## src/rtl/amm_pkg.sv

```systemverilog
package amm_pkg;

	// configuration register widths and reset values
	localparam int MAP_W     = 24;
	localparam int DZ_W      = 16;
	localparam int GAIN_W    = 16;
	localparam int EN_W      = 3;
	localparam int REG_IDX_W = 2;

	localparam logic [MAP_W-1:0]  MAP_RESET  = 24'h326401;
	localparam logic [DZ_W-1:0]   DZ_RESET   = 16'd6554;
	localparam logic [GAIN_W-1:0] GAIN_RESET = 16'd19661;
	localparam logic [EN_W-1:0]   EN_RESET   = 3'b111;

	typedef enum logic [REG_IDX_W-1:0] {
		REG_TARGET_MAP = 2'd0,
		REG_DEADZONE   = 2'd1,
		REG_GAIN       = 2'd2,
		REG_ENABLES    = 2'd3
	} reg_index_t;

	// output enable bit positions
	localparam int EN_BEND  = 0;
	localparam int EN_CC    = 1;
	localparam int EN_LEVEL = 2;

	// result field widths
	localparam int KIND_W     = 2;
	localparam int CC_W       = 7;
	localparam int VAL_W      = 14;
	localparam int TGT_W      = 4;
	localparam int LVL_W      = 16;
	localparam int OUT_DATA_W = ((CC_W + VAL_W + TGT_W + LVL_W + 7) / 8) * 8;
	localparam int PAD_W      = OUT_DATA_W - CC_W - VAL_W - TGT_W - LVL_W;

	typedef enum logic [KIND_W-1:0] {
		KIND_BEND  = 2'd0,
		KIND_CC    = 2'd1,
		KIND_LEVEL = 2'd2
	} kind_t;

	// target codes
	localparam logic [TGT_W-1:0] TGT_NONE       = 4'd0;
	localparam logic [TGT_W-1:0] TGT_BEND       = 4'd1;
	localparam logic [TGT_W-1:0] TGT_MODWHEEL   = 4'd2;
	localparam logic [TGT_W-1:0] TGT_EXPRESSION = 4'd3;
	localparam logic [TGT_W-1:0] TGT_FX_CUTOFF  = 4'd4;
	localparam logic [TGT_W-1:0] TGT_FX_RESO    = 4'd5;
	localparam logic [TGT_W-1:0] TGT_FX_REVERB  = 4'd6;
	localparam logic [TGT_W-1:0] TGT_FX_CHORUS  = 4'd7;
	localparam logic [TGT_W-1:0] TGT_FX_EFFECT  = 4'd8;
	localparam logic [TGT_W-1:0] TGT_FX_VOLUME  = 4'd9;

	// axis numbering
	localparam logic [2:0] MAP_AXES   = 3'd6;
	localparam logic [2:0] STICK_AXES = 3'd4;
	localparam logic [2:0] AXIS_RY    = 3'd3;

	// value ranges
	localparam logic [VAL_W-1:0] BEND_MAX = 14'd16383;
	localparam logic [CC_W-1:0]  CC_MAX   = 7'd127;
	localparam logic [LVL_W-1:0] LVL_MAX  = 16'hffff;

	// scaling shifts: x*8191 = (x << 13) - x and so on
	localparam int BEND_SH  = 13;
	localparam int CCB_SH   = 6;
	localparam int CCU_SH   = 7;
	localparam int LVLB_SH  = 16;
	localparam int LVLU_SH  = 17;

	// deadzone divider and smoothing multiplier
	localparam int DZ_SH      = 17;
	localparam int REM_W      = 17;
	localparam int DVS_W      = 18;
	localparam logic [REM_W-1:0] DZ_FULL = 17'h10000;
	localparam int MUL_DIGITS = GAIN_W / 2;
	localparam int ROUND_SH   = 16;
	localparam int ROUND_HALF = 32768;

	function automatic logic [CC_W-1:0] cc_number(input logic [TGT_W-1:0] tgt);
		logic [CC_W-1:0] cc;
		unique case (tgt)
			TGT_MODWHEEL:   cc = 7'd1;
			TGT_EXPRESSION: cc = 7'd11;
			TGT_FX_CUTOFF:  cc = 7'd74;
			TGT_FX_RESO:    cc = 7'd71;
			TGT_FX_REVERB:  cc = 7'd91;
			TGT_FX_CHORUS:  cc = 7'd93;
			TGT_FX_EFFECT:  cc = 7'd12;
			TGT_FX_VOLUME:  cc = 7'd7;
			default:        cc = '0;
		endcase
		return cc;
	endfunction

endpackage

```

## src/rtl/axis_modulation_mapper_top.sv

```systemverilog
// Axis modulation mapper: takes one controller axis sample per input transfer
// (axis number and a signed Q1.(SAMPLE_BITS-1) position), inverts right-stick Y
// with saturation, applies a rescaled deadzone to the four stick axes, keeps a
// per-axis exponential average and turns it into pitch bend, control change and
// parameter level results as chosen by the per-axis target map. Bend and control
// change results go out only when their value changes; a parameter level goes out
// on every update of an effect target. Each input sample is handled one at a time:
// a sample gives up to two results, and the block takes no new sample until the
// last of them is in the output register, which may wait for m_axis_tready. A
// stick sample passes the deadzone divider, which resolves one quotient bit per
// cycle, and the smoothing multiplier, which consumes two gain bits per cycle. A
// stick sample inside the deadzone skips the divider; a trigger sample skips both
// the deadzone and the divider. Samples for an axis with target none, or beyond
// AXIS_COUNT, are accepted and produce nothing. The last result of a sample waits
// in the output register while the next sample is taken. Configuration writes are
// always accepted and should be made while the block is idle.
module axis_modulation_mapper_top
	import amm_pkg::*;
#(
	parameter int AXIS_COUNT  = 6,
	parameter int SAMPLE_BITS = 16
) (
	input  logic                                      clk,
	input  logic                                      arst_n,

	// configuration write channel
	input  logic                                      cfg_valid,
	output logic                                      cfg_ready,
	input  logic [REG_IDX_W-1:0]                      cfg_index,
	input  logic [MAP_W-1:0]                          cfg_data,

	// sample input: tdata = axis[2:0], sample[SAMPLE_BITS+2:3], zero fill
	input  logic                                      s_axis_tvalid,
	output logic                                      s_axis_tready,
	input  logic [((SAMPLE_BITS + 3 + 7) / 8) * 8-1:0] s_axis_tdata,

	// result output: tdata = controller, value, param_target, param_level, zero fill
	// tuser = kind; tlast marks the final result of a sample
	output logic                                      m_axis_tvalid,
	input  logic                                      m_axis_tready,
	output logic [OUT_DATA_W-1:0]                     m_axis_tdata,
	output logic [KIND_W-1:0]                         m_axis_tuser,
	output logic                                      m_axis_tlast
);

	localparam int FRAC  = SAMPLE_BITS - 1;
	localparam int AX_W  = (AXIS_COUNT > 1) ? $clog2(AXIS_COUNT) : 1;
	localparam int S_W   = SAMPLE_BITS + 1;   // smoothed level, -1..+1
	localparam int DW    = SAMPLE_BITS + 2;   // target minus smoothed level
	localparam int PW    = SAMPLE_BITS + 18;  // gain times difference
	localparam int EW    = SAMPLE_BITS + 18;  // scaling of the smoothed level
	localparam int NW    = SAMPLE_BITS + 17;  // deadzone numerator
	localparam int CNT_W = $clog2(SAMPLE_BITS);

	localparam logic [EW-1:0] ONE_W = {{(EW - 1){1'b0}}, 1'b1} << FRAC;

	typedef enum logic [3:0] {
		ST_IDLE,
		ST_DZ,
		ST_DIV,
		ST_DIFF,
		ST_TRIPLE,
		ST_MUL,
		ST_UPD,
		ST_EVAL,
		ST_SEND,
		ST_EMIT1,
		ST_EMIT2
	} state_t;

	state_t state_q;
	logic [CNT_W-1:0] cnt_q;

	// configuration
	logic [MAP_W-1:0]  map_q;
	logic [DZ_W-1:0]   dz_q;
	logic [GAIN_W-1:0] gain_q;
	logic [EN_W-1:0]   en_q;

	// per-axis state
	logic signed [S_W-1:0] smooth_q [AXIS_COUNT];
	logic [VAL_W-1:0]      last_val_q [AXIS_COUNT];
	logic [AXIS_COUNT-1:0] last_vld_q;

	// current sample
	logic [2:0]                    axis_q;
	logic [TGT_W-1:0]              tgt_q;
	logic                          bip_q;
	logic signed [SAMPLE_BITS-1:0] x_q;

	// divider: remainder and a shared numerator / quotient shift register
	logic [REM_W-1:0]       rem_q;
	logic [SAMPLE_BITS-1:0] nq_q;
	logic [DVS_W-1:0]       dvs_q;

	// multiplier
	logic signed [DW-1:0]   diff_q;
	logic signed [DW:0]     d3_q;
	logic [GAIN_W-1:0]      mul_q;
	logic signed [PW-1:0]   acc_q;
	logic signed [S_W-1:0]  s_q;

	// results
	logic [VAL_W-1:0] v_q;
	logic [LVL_W-1:0] lvl_q;
	kind_t            res_kind_q;
	logic [CC_W-1:0]  res_cc_q;
	logic             has2_q;

	// output register
	logic             out_vld_q;
	kind_t            out_kind_q;
	logic [CC_W-1:0]  out_cc_q;
	logic [VAL_W-1:0] out_val_q;
	logic [TGT_W-1:0] out_pt_q;
	logic [LVL_W-1:0] out_lvl_q;
	logic             out_last_q;

	logic [AX_W-1:0] ax_idx;
	logic            out_free;

	// input decode
	logic [2:0]                    in_axis;
	logic signed [SAMPLE_BITS-1:0] in_sample;
	logic signed [SAMPLE_BITS-1:0] in_x;
	logic [TGT_W-1:0]              in_tgt;
	logic                          in_take;

	// deadzone set-up
	logic [SAMPLE_BITS-1:0] dz_mag;
	logic [NW-1:0]          dz_lhs;
	logic [NW-1:0]          dz_rhs;
	logic [NW-1:0]          dz_num;
	logic [DVS_W-1:0]       dz_dvs;

	// divider step
	logic [DVS_W-1:0] trial;
	logic [DVS_W-1:0] trial_sub;
	logic             trial_ge;

	// difference and multiplier step
	logic signed [DW-1:0]  q_w;
	logic signed [DW-1:0]  p_w;
	logic signed [S_W-1:0] s_rd;
	logic signed [DW-1:0]  diff_w;
	logic signed [DW:0]    addend;
	logic signed [PW-1:0]  rnd;
	logic signed [DW-1:0]  s_sum;

	// scaling
	logic signed [EW-1:0] s_w;
	logic signed [EW-1:0] sp_w;
	logic signed [EW-1:0] bend_sh;
	logic signed [EW-1:0] ccb_sh;
	logic signed [EW-1:0] ccu_sh;
	logic signed [EW-1:0] lvlb_sh;
	logic signed [EW-1:0] lvlu_sh;
	logic                 s_pos;
	logic [VAL_W-1:0]     bend_v;
	logic [CC_W-1:0]      ccb_v;
	logic [CC_W-1:0]      ccu_v;
	logic [LVL_W-1:0]     lvlb_v;
	logic [LVL_W-1:0]     lvlu_v;

	// send decision
	logic changed;
	logic send1;
	logic send2;

	assign cfg_ready     = 1'b1;
	assign s_axis_tready = (state_q == ST_IDLE);
	assign m_axis_tvalid = out_vld_q;
	assign m_axis_tdata  = {{PAD_W{1'b0}}, out_lvl_q, out_pt_q, out_val_q, out_cc_q};
	assign m_axis_tuser  = out_kind_q;
	assign m_axis_tlast  = out_last_q;

	assign ax_idx   = AX_W'(axis_q);
	assign out_free = !out_vld_q || m_axis_tready;

	// input: right-stick Y is inverted, minus one saturates to the top code
	always_comb begin
		in_axis   = s_axis_tdata[2:0];
		in_sample = $signed(s_axis_tdata[SAMPLE_BITS+2:3]);
		if (in_axis == AXIS_RY) begin
			if (in_sample == $signed({1'b1, {FRAC{1'b0}}}))
				in_x = $signed({1'b0, {FRAC{1'b1}}});
			else
				in_x = -in_sample;
		end else begin
			in_x = in_sample;
		end
		in_tgt  = (in_axis < MAP_AXES) ? map_q[{in_axis, 2'b00} +: TGT_W] : TGT_NONE;
		in_take = (int'(in_axis) < AXIS_COUNT) && (in_tgt != TGT_NONE);
	end

	// deadzone: quotient of (|x| * 2^17 - d * 2^SB) by 2 * (65536 - d)
	always_comb begin
		dz_mag = x_q[SAMPLE_BITS-1] ? $unsigned(-x_q) : $unsigned(x_q);
		dz_lhs = {dz_mag, {DZ_SH{1'b0}}};
		dz_rhs = {1'b0, dz_q, {SAMPLE_BITS{1'b0}}};
		dz_num = dz_lhs - dz_rhs;
		dz_dvs = {DZ_FULL - {1'b0, dz_q}, 1'b0};
	end

	// restoring division, one quotient bit per cycle
	always_comb begin
		trial     = {rem_q, nq_q[SAMPLE_BITS-1]};
		trial_ge  = (trial >= dvs_q);
		trial_sub = trial - dvs_q;
	end

	always_comb begin
		q_w    = $signed({2'b00, nq_q});
		if (bip_q)
			p_w = x_q[SAMPLE_BITS-1] ? -q_w : q_w;
		else
			p_w = DW'(x_q);
		s_rd   = smooth_q[ax_idx];
		diff_w = p_w - DW'(s_rd);

		// radix-4 digit of the gain, most significant first
		unique case (mul_q[GAIN_W-1 -: 2])
			2'd0: addend = '0;
			2'd1: addend = (DW + 1)'(diff_q);
			2'd2: addend = (DW + 1)'(diff_q) <<< 1;
			2'd3: addend = d3_q;
		endcase

		// round to nearest, halves upwards
		rnd   = acc_q + PW'(ROUND_HALF);
		s_sum = DW'(s_q) + $signed(rnd[PW-1:ROUND_SH]);
	end

	// scaling of the smoothed level to bend, control and level codes
	always_comb begin
		s_w     = EW'(s_q);
		sp_w    = s_w + $signed(ONE_W);
		s_pos   = !s_w[EW-1] && (s_w != '0);
		bend_sh = ((sp_w <<< BEND_SH) - s_w) >>> FRAC;
		ccb_sh  = ((sp_w <<< CCB_SH) - s_w) >>> FRAC;
		ccu_sh  = ((s_w <<< CCU_SH) - s_w) >>> FRAC;
		lvlb_sh = (sp_w <<< LVLB_SH) >>> SAMPLE_BITS;
		lvlu_sh = (s_w <<< LVLU_SH) >>> SAMPLE_BITS;

		if (bend_sh[EW-1])
			bend_v = '0;
		else if (bend_sh > EW'(BEND_MAX))
			bend_v = BEND_MAX;
		else
			bend_v = bend_sh[VAL_W-1:0];

		if (ccb_sh[EW-1])
			ccb_v = '0;
		else if (ccb_sh > EW'(CC_MAX))
			ccb_v = CC_MAX;
		else
			ccb_v = ccb_sh[CC_W-1:0];

		if (!s_pos)
			ccu_v = '0;
		else if (ccu_sh > EW'(CC_MAX))
			ccu_v = CC_MAX;
		else
			ccu_v = ccu_sh[CC_W-1:0];

		if (lvlb_sh > EW'(LVL_MAX))
			lvlb_v = LVL_MAX;
		else
			lvlb_v = lvlb_sh[LVL_W-1:0];

		if (!s_pos)
			lvlu_v = '0;
		else if (lvlu_sh > EW'(LVL_MAX))
			lvlu_v = LVL_MAX;
		else
			lvlu_v = lvlu_sh[LVL_W-1:0];
	end

	// bend and control change share one last-sent value per axis
	always_comb begin
		changed = !last_vld_q[ax_idx] || (last_val_q[ax_idx] != v_q);
		send1   = 1'b0;
		send2   = 1'b0;
		if (tgt_q == TGT_BEND) begin
			send1 = en_q[EN_BEND] && changed;
		end else if (tgt_q <= TGT_FX_VOLUME) begin
			send1 = en_q[EN_CC] && changed;
			send2 = (tgt_q >= TGT_FX_CUTOFF) && en_q[EN_LEVEL];
		end
	end

	always_ff @(posedge clk or negedge arst_n) begin
		if (!arst_n) begin
			state_q    <= ST_IDLE;
			cnt_q      <= '0;
			map_q      <= MAP_RESET;
			dz_q       <= DZ_RESET;
			gain_q     <= GAIN_RESET;
			en_q       <= EN_RESET;
			for (int i = 0; i < AXIS_COUNT; i++) begin
				smooth_q[i]   <= '0;
				last_val_q[i] <= '0;
			end
			last_vld_q <= '0;
			axis_q     <= '0;
			tgt_q      <= TGT_NONE;
			bip_q      <= 1'b0;
			x_q        <= '0;
			rem_q      <= '0;
			nq_q       <= '0;
			dvs_q      <= '0;
			diff_q     <= '0;
			d3_q       <= '0;
			mul_q      <= '0;
			acc_q      <= '0;
			s_q        <= '0;
			v_q        <= '0;
			lvl_q      <= '0;
			res_kind_q <= KIND_BEND;
			res_cc_q   <= '0;
			has2_q     <= 1'b0;
			out_vld_q  <= 1'b0;
			out_kind_q <= KIND_BEND;
			out_cc_q   <= '0;
			out_val_q  <= '0;
			out_pt_q   <= '0;
			out_lvl_q  <= '0;
			out_last_q <= 1'b0;
		end else begin
			if (cfg_valid) begin
				unique case (reg_index_t'(cfg_index))
					REG_TARGET_MAP: map_q  <= cfg_data;
					REG_DEADZONE:   dz_q   <= cfg_data[DZ_W-1:0];
					REG_GAIN:       gain_q <= cfg_data[GAIN_W-1:0];
					REG_ENABLES:    en_q   <= cfg_data[EN_W-1:0];
				endcase
			end

			// the emit states reload the output register themselves
			if (out_vld_q && m_axis_tready && (state_q != ST_EMIT1) && (state_q != ST_EMIT2))
				out_vld_q <= 1'b0;

			unique case (state_q)
				ST_IDLE: begin
					if (s_axis_tvalid && in_take) begin
						axis_q  <= in_axis;
						tgt_q   <= in_tgt;
						bip_q   <= (in_axis < STICK_AXES);
						x_q     <= in_x;
						state_q <= (in_axis < STICK_AXES) ? ST_DZ : ST_DIFF;
					end
				end
				ST_DZ: begin
					dvs_q <= dz_dvs;
					cnt_q <= CNT_W'(SAMPLE_BITS - 1);
					if (dz_lhs < dz_rhs) begin
						// inside the deadzone
						nq_q    <= '0;
						state_q <= ST_DIFF;
					end else begin
						rem_q   <= dz_num[NW-1:SAMPLE_BITS];
						nq_q    <= dz_num[SAMPLE_BITS-1:0];
						state_q <= ST_DIV;
					end
				end
				ST_DIV: begin
					rem_q <= trial_ge ? trial_sub[REM_W-1:0] : trial[REM_W-1:0];
					nq_q  <= {nq_q[SAMPLE_BITS-2:0], trial_ge};
					cnt_q <= cnt_q - 1'b1;
					if (cnt_q == '0)
						state_q <= ST_DIFF;
				end
				ST_DIFF: begin
					diff_q  <= diff_w;
					s_q     <= s_rd;
					mul_q   <= gain_q;
					acc_q   <= '0;
					state_q <= ST_TRIPLE;
				end
				ST_TRIPLE: begin
					d3_q    <= (DW + 1)'(diff_q) + ((DW + 1)'(diff_q) <<< 1);
					cnt_q   <= CNT_W'(MUL_DIGITS - 1);
					state_q <= ST_MUL;
				end
				ST_MUL: begin
					acc_q <= (acc_q <<< 2) + PW'(addend);
					mul_q <= mul_q << 2;
					cnt_q <= cnt_q - 1'b1;
					if (cnt_q == '0)
						state_q <= ST_UPD;
				end
				ST_UPD: begin
					smooth_q[ax_idx] <= s_sum[S_W-1:0];
					s_q              <= s_sum[S_W-1:0];
					state_q          <= ST_EVAL;
				end
				ST_EVAL: begin
					if (tgt_q == TGT_BEND)
						v_q <= bend_v;
					else
						v_q <= VAL_W'(bip_q ? ccb_v : ccu_v);
					lvl_q   <= bip_q ? lvlb_v : lvlu_v;
					state_q <= ST_SEND;
				end
				ST_SEND: begin
					res_kind_q <= (tgt_q == TGT_BEND) ? KIND_BEND : KIND_CC;
					res_cc_q   <= cc_number(tgt_q);
					has2_q     <= send2;
					if (send1) begin
						last_val_q[ax_idx] <= v_q;
						last_vld_q[ax_idx] <= 1'b1;
						state_q            <= ST_EMIT1;
					end else if (send2) begin
						state_q <= ST_EMIT2;
					end else begin
						state_q <= ST_IDLE;
					end
				end
				ST_EMIT1: begin
					if (out_free) begin
						out_vld_q  <= 1'b1;
						out_kind_q <= res_kind_q;
						out_cc_q   <= res_cc_q;
						out_val_q  <= v_q;
						out_pt_q   <= '0;
						out_lvl_q  <= '0;
						out_last_q <= !has2_q;
						state_q    <= has2_q ? ST_EMIT2 : ST_IDLE;
					end
				end
				ST_EMIT2: begin
					if (out_free) begin
						out_vld_q  <= 1'b1;
						out_kind_q <= KIND_LEVEL;
						out_cc_q   <= '0;
						out_val_q  <= '0;
						out_pt_q   <= tgt_q;
						out_lvl_q  <= lvl_q;
						out_last_q <= 1'b1;
						state_q    <= ST_IDLE;
					end
				end
				default: state_q <= ST_IDLE;
			endcase
		end
	end

endmodule
```

## config.mk

```make
export PLATFORM = sky130hd
export DESIGN_NAME = axis_modulation_mapper_top
export DESIGN_NICKNAME = d
export VERILOG_FILES = /design/src/rtl/amm_pkg.sv /design/src/rtl/axis_modulation_mapper_top.sv
export SDC_FILE = /design/constraint.sdc
export NUM_CORES = 1
export LEC_CHECK = 0
export ABC_AREA = 1
export BUFFER_PORTS_ARGS = -buffer_cell sky130_fd_sc_hd__buf_2
export CAP_MARGIN = 20
export CORE_ASPECT_RATIO = 1.25
export CORE_MARGIN = 2
export CORE_UTILIZATION = 30
export CTS_BUF_LIST = sky130_fd_sc_hd__clkbuf_16
export DETAILED_ROUTE_END_ITERATION = 7
export PLACE_DENSITY = 0.44
export SLEW_MARGIN = 40
export SYNTH_ARGS = -nofsm -noshare
export SYNTH_HDL_FRONTEND = slang
export SYNTH_SLANG_ARGS = --single-unit
```

## constraint.sdc

```tcl
create_clock -name clk -period 7.5 [get_ports clk]
set_input_delay 1.5 -clock clk [delete_from_list [all_inputs] [get_ports clk]]
set_output_delay 1.5 -clock clk [all_outputs]
set_load 0.02 [all_outputs]
```

==> results by group <==
Placed design
  • Placed Area: 0.0340 mm2
  • Post-detail-place hpwl: 80,000 um
  • GPL Wtd Cong: 0.904
  • Port buffer count: 94
  • Placed Cells: 5,666
  • Setup WS pre-CTS: approximately 2.4 ns

Drt
  • Final ANT Viol Nets: 0
  • Routed WL: 109,000 um
  • DR WL/cell: 18.8 um
  • Via count: around 29,000
  • DR pass1 iterations: 6
  • Initial DRC count: between 1,500 and 2,000
  • Drt drc: 0
  • Vias per cell: 4.95

Floorplan
  • Die width: slightly below 300 um
  • I/O pin total: 109
  • Initial Utilization: 30.3%
  • Die ar.: roughly 0.11 mm2
  • Core area: 0.106 mm2
  • Cell Rows: roughly 130
  • Die height: 369 um

Finish
  • Commonest non-fill, non-tap cells in the layout: nand2_1 (1,191), o21ai_0 (512), dfrtp_1 (492), inv_1 (428), nor2_1 (258)
  • Layout cell share with drive strength beyond 1: under 10%
  • Finished Layout Cells: 5,778
  • Fin util: 34.0%
  • Design area: ~0.036 mm2
  • Antenna Cells: 0
  • Commonest non-fill, non-tap cell in the layout: nand2_1
  • Nets: between 4,000 and 5,000
  • Area Overhead vs Synth: 12.2%
  • Fillcell total: 11,500

Power
  • P_sw: approximately 9.0 mW
  • Clock share of power: 16.5%
  • Maximum VDD drop: 0.223 mV
  • Logic pwr share: roughly three fifths
  • Cell-internal power: 8.57 mW
  • Sw Ratio: ~50%
  • Sequential share of power: 25.2%
  • Leakage power: 17.3 nW
  • PwrDens: just under 500 mW/mm2

Timing
  • Final Hold Fails: 0
  • Slew at the pin closest to its max-slew limit: 0.881 ns
  • Setup slack after layout: 2.14 ns
  • Clock Skew: 0.0758 ns
  • Setup_tns: 0 ns
  • Period utilization: 71.5%
  • Slew Limit Fails: 0
  • Slew headroom: 41.3%
  • Fin crit period: 5.36 ns
  • Final setup violating endpoints: 0
  • RSZ-0062 raised after global routing: false
  • Fmax: 186 MHz

Yosys
  • Post-synth cell types: 62
  • Syn Area/Cell: 7.49 um2
  • Yosys top cell by area: dfrtp_1
  • Ys Warns: 0
  • Post-Syn Area: 0.0320 mm2
  • Post-synthesis sequential area ratio: 40.6%
  • FFs w/ async S/R, synth: 100%
  • Synth area leaders: dfrtp_1 (39%), nand2_1 (14%), o21ai_0 (8.1%)
  • Area share of the largest cell type after synthesis: 38.6%
  • Primary FF master, synth: dfrtp_1
  • Post-Syn Instances: approximately 4,300
  • Yosys reg bits: 518
  • Post-synth EDFFs: 0

Clocking
  • Hold Buf Count CTS: 0
  • Clock Tree Buf Depth: 3
  • Clock insertion delay at the later pin of the skew report: 0.70 ns
  • Cts repair resizes: 0
  • Clock slew seen by the registers of the worst setup and hold paths: 0.07 ns
  • CTS sink count: 518
  • CTS H-Tree Depth: 2
  • Clock root buffer: clkbuf_16
  • Clock tree from TritonCTS: done
  • Num CTS Buffers: 59
  • Setup bufs post-CTS: 0

Critical path
  • CP Class: flip-flop to flip-flop
  • CP max stage cell: clkinv_1
  • CP dominant cell by count: nand2_1
  • Startpoint Class: flip-flop
  • R2r setup slk: 2.14 ns
  • Required @ worst endpoint: 7.99 ns
  • Worst path cell trace: buf_4 > clkinv_1 > nand3_2 > inv_1 > a22oi_1 > nand2_1 > a211oi_1 > ha_1 > nand2_1 > nand3_1 > nand2_1 > nand2_1 > a21oi_1 > o21ai_0 > a21boi_0 > o21ai_0 > xnor2_1 > o21ai_0
  • Max stage delay on crit path: 0.66 ns
  • WP data arrival: 5.86 ns
  • Worst setup EP type: flip-flop
  • R2r endpoint: diff_q[12]$_DFFE_PN0P_
  • Crit path max fanout: 22
  • Worst reg-to-reg path cell count: 18
  • Critical R2R Launch: ax_idx[1]$_DFFE_PN0P_

Global route
  • Initial antenna violation count: 0
  • Tot GR Track Use: 20.0%
  • Global-route wire length before repair: between 150,000 and 200,000 um
  • Grt total ovfl: 0
  • Vias in the first global route: between 20,000 and 30,000
  • Largest net degree at the start of global routing: between 90 and 100

Worst hold path
  • Hold path depth: 2
  • Hold Path Origin: last_vld_q[0]$_DFFE_PN0P_
  • Hold Crit Class: flip-flop to flip-flop
  • Hold EP: last_vld_q[0]$_DFFE_PN0P_

Run
  • Maxcap violations: 0

Run status
  • Outcome: finished, final reports clean
==> power groups by stage <==
stage / clock, mW / sequential (mW) / combinational [mW]
floorplan: 0 / 4.28 / 7.12
global route: 3.09 / 4.53 / 11.5
finish: 2.89 / 4.41 / 10.2
global placement: 0 / 4.46 / 10.2
CTS: 2.98 / 4.42 / 10.3
detailed placement: 0 / 4.46 / 10.2
==> sequential cells by signal (all words and copies together), names as in the netlist, 17 cells and up <==
signal      flops
last_val_q     84
smooth_q      102
map_q          24
dvs_q          17
s_q            17
diff_q         18
rem_q          17
acc_q          33
d3_q           19
==> Yosys cell counts (17+ instances only) <==
| cell type | number |
|---|---|
| a21o_1 | 17 |
| a21oi_1 | 224 |
| a31oi_1 | 33 |
| clkbuf_1 | 104 |
| dfrtp_1 | 493 |
| dfstp_2 | 25 |
| ha_1 | 157 |
| inv_1 | 427 |
| nand2_1 | 1191 |
| nand3_1 | 213 |
| nand4_1 | 45 |
| nor2_1 | 268 |
| nor3_1 | 47 |
| o21ai_0 | 515 |
| o21ai_1 | 44 |
| o21bai_1 | 18 |
| o221ai_1 | 25 |
| o22ai_1 | 41 |
| o31ai_1 | 29 |
| xnor2_1 | 38 |
| xor2_1 | 101 |
==> cell families (layout without fill, tap and decap cells) <==
family	after synthesis	in the layout	synth area share, %
and+or+nand+nor	1812	1812	23.2
DFF	518	518	40.6
other	2	9	0.0235
adders and majority gates	163	163	6.51
muxes	8	8	0.282
xor gates and xnor gates	139	139	3.80
buffers and inverters	595	679	7.56
AOI/OAI and AO/OA	1033	1033	18.0
==> metrics by stage <==
step                      hold slack (ns)  power, mW
final                               0.448       17.5
after global routing                0.489       19.1
after CTS                           0.455       17.7
after detailed placement            0.440       14.7
after global placement              0.435       14.7
after floorplan                     0.419       11.4
==> final cells by class <==
cell class	instances	area (um2)	share of cell area [%]
repair buffers	130	872	2.43
well taps	1417	1770	4.94
inverters	438	1650	4.61
multi-input cells	3164	16700	46.5
flip-flops and latches	518	13000	36.2
clock inverters	52	419	1.17
clock buffers	59	1480	4.11
==> critical path, delay by kind of cell (launching register included) <==
kind	cells	cell delay [ns]
compound gates	7	1.79
buf+inv	3	1.44
simple gates	6	1.02
fa+ha+maj	1	0.39
flops	1	0.33
xor+xnor	1	0.16
==> routing by layer <==
| metal | up-vias | track usage (%) | routed length [um] |
|---|---|---|---|
| li1 | 14300 | - | - |
| met2 | 487 | 36.1 | 55300 |
| met3 | 149 | 1.84 | 3270 |
| met4 | 0 | 5.35 | 2800 |
| met5 | - | 0 | 0 |
| met1 | 13600 | 25.3 | 47500 |
==> worst max-delay path by stage <==
stage	start	endpoint	slack (ns)	cells after the start
global placement	ax_idx[0]$_DFFE_PN0P_	diff_q[12]$_DFFE_PN0P_	2.24	18
detailed placement	ax_idx[1]$_DFFE_PN0P_	diff_q[12]$_DFFE_PN0P_	2.36	18
floorplan	ax_idx[2]$_DFFE_PN0P_	diff_q[12]$_DFFE_PN0P_	4.06	21
finish	ax_idx[1]$_DFFE_PN0P_	diff_q[12]$_DFFE_PN0P_	2.14	18
CTS	ax_idx[1]$_DFFE_PN0P_	diff_q[12]$_DFFE_PN0P_	2.25	18
global route	ax_idx[1]$_DFFE_PN0P_	diff_q[12]$_DFFE_PN0P_	1.58	18
No activity file was read; power rests on OpenSTA's default activity.
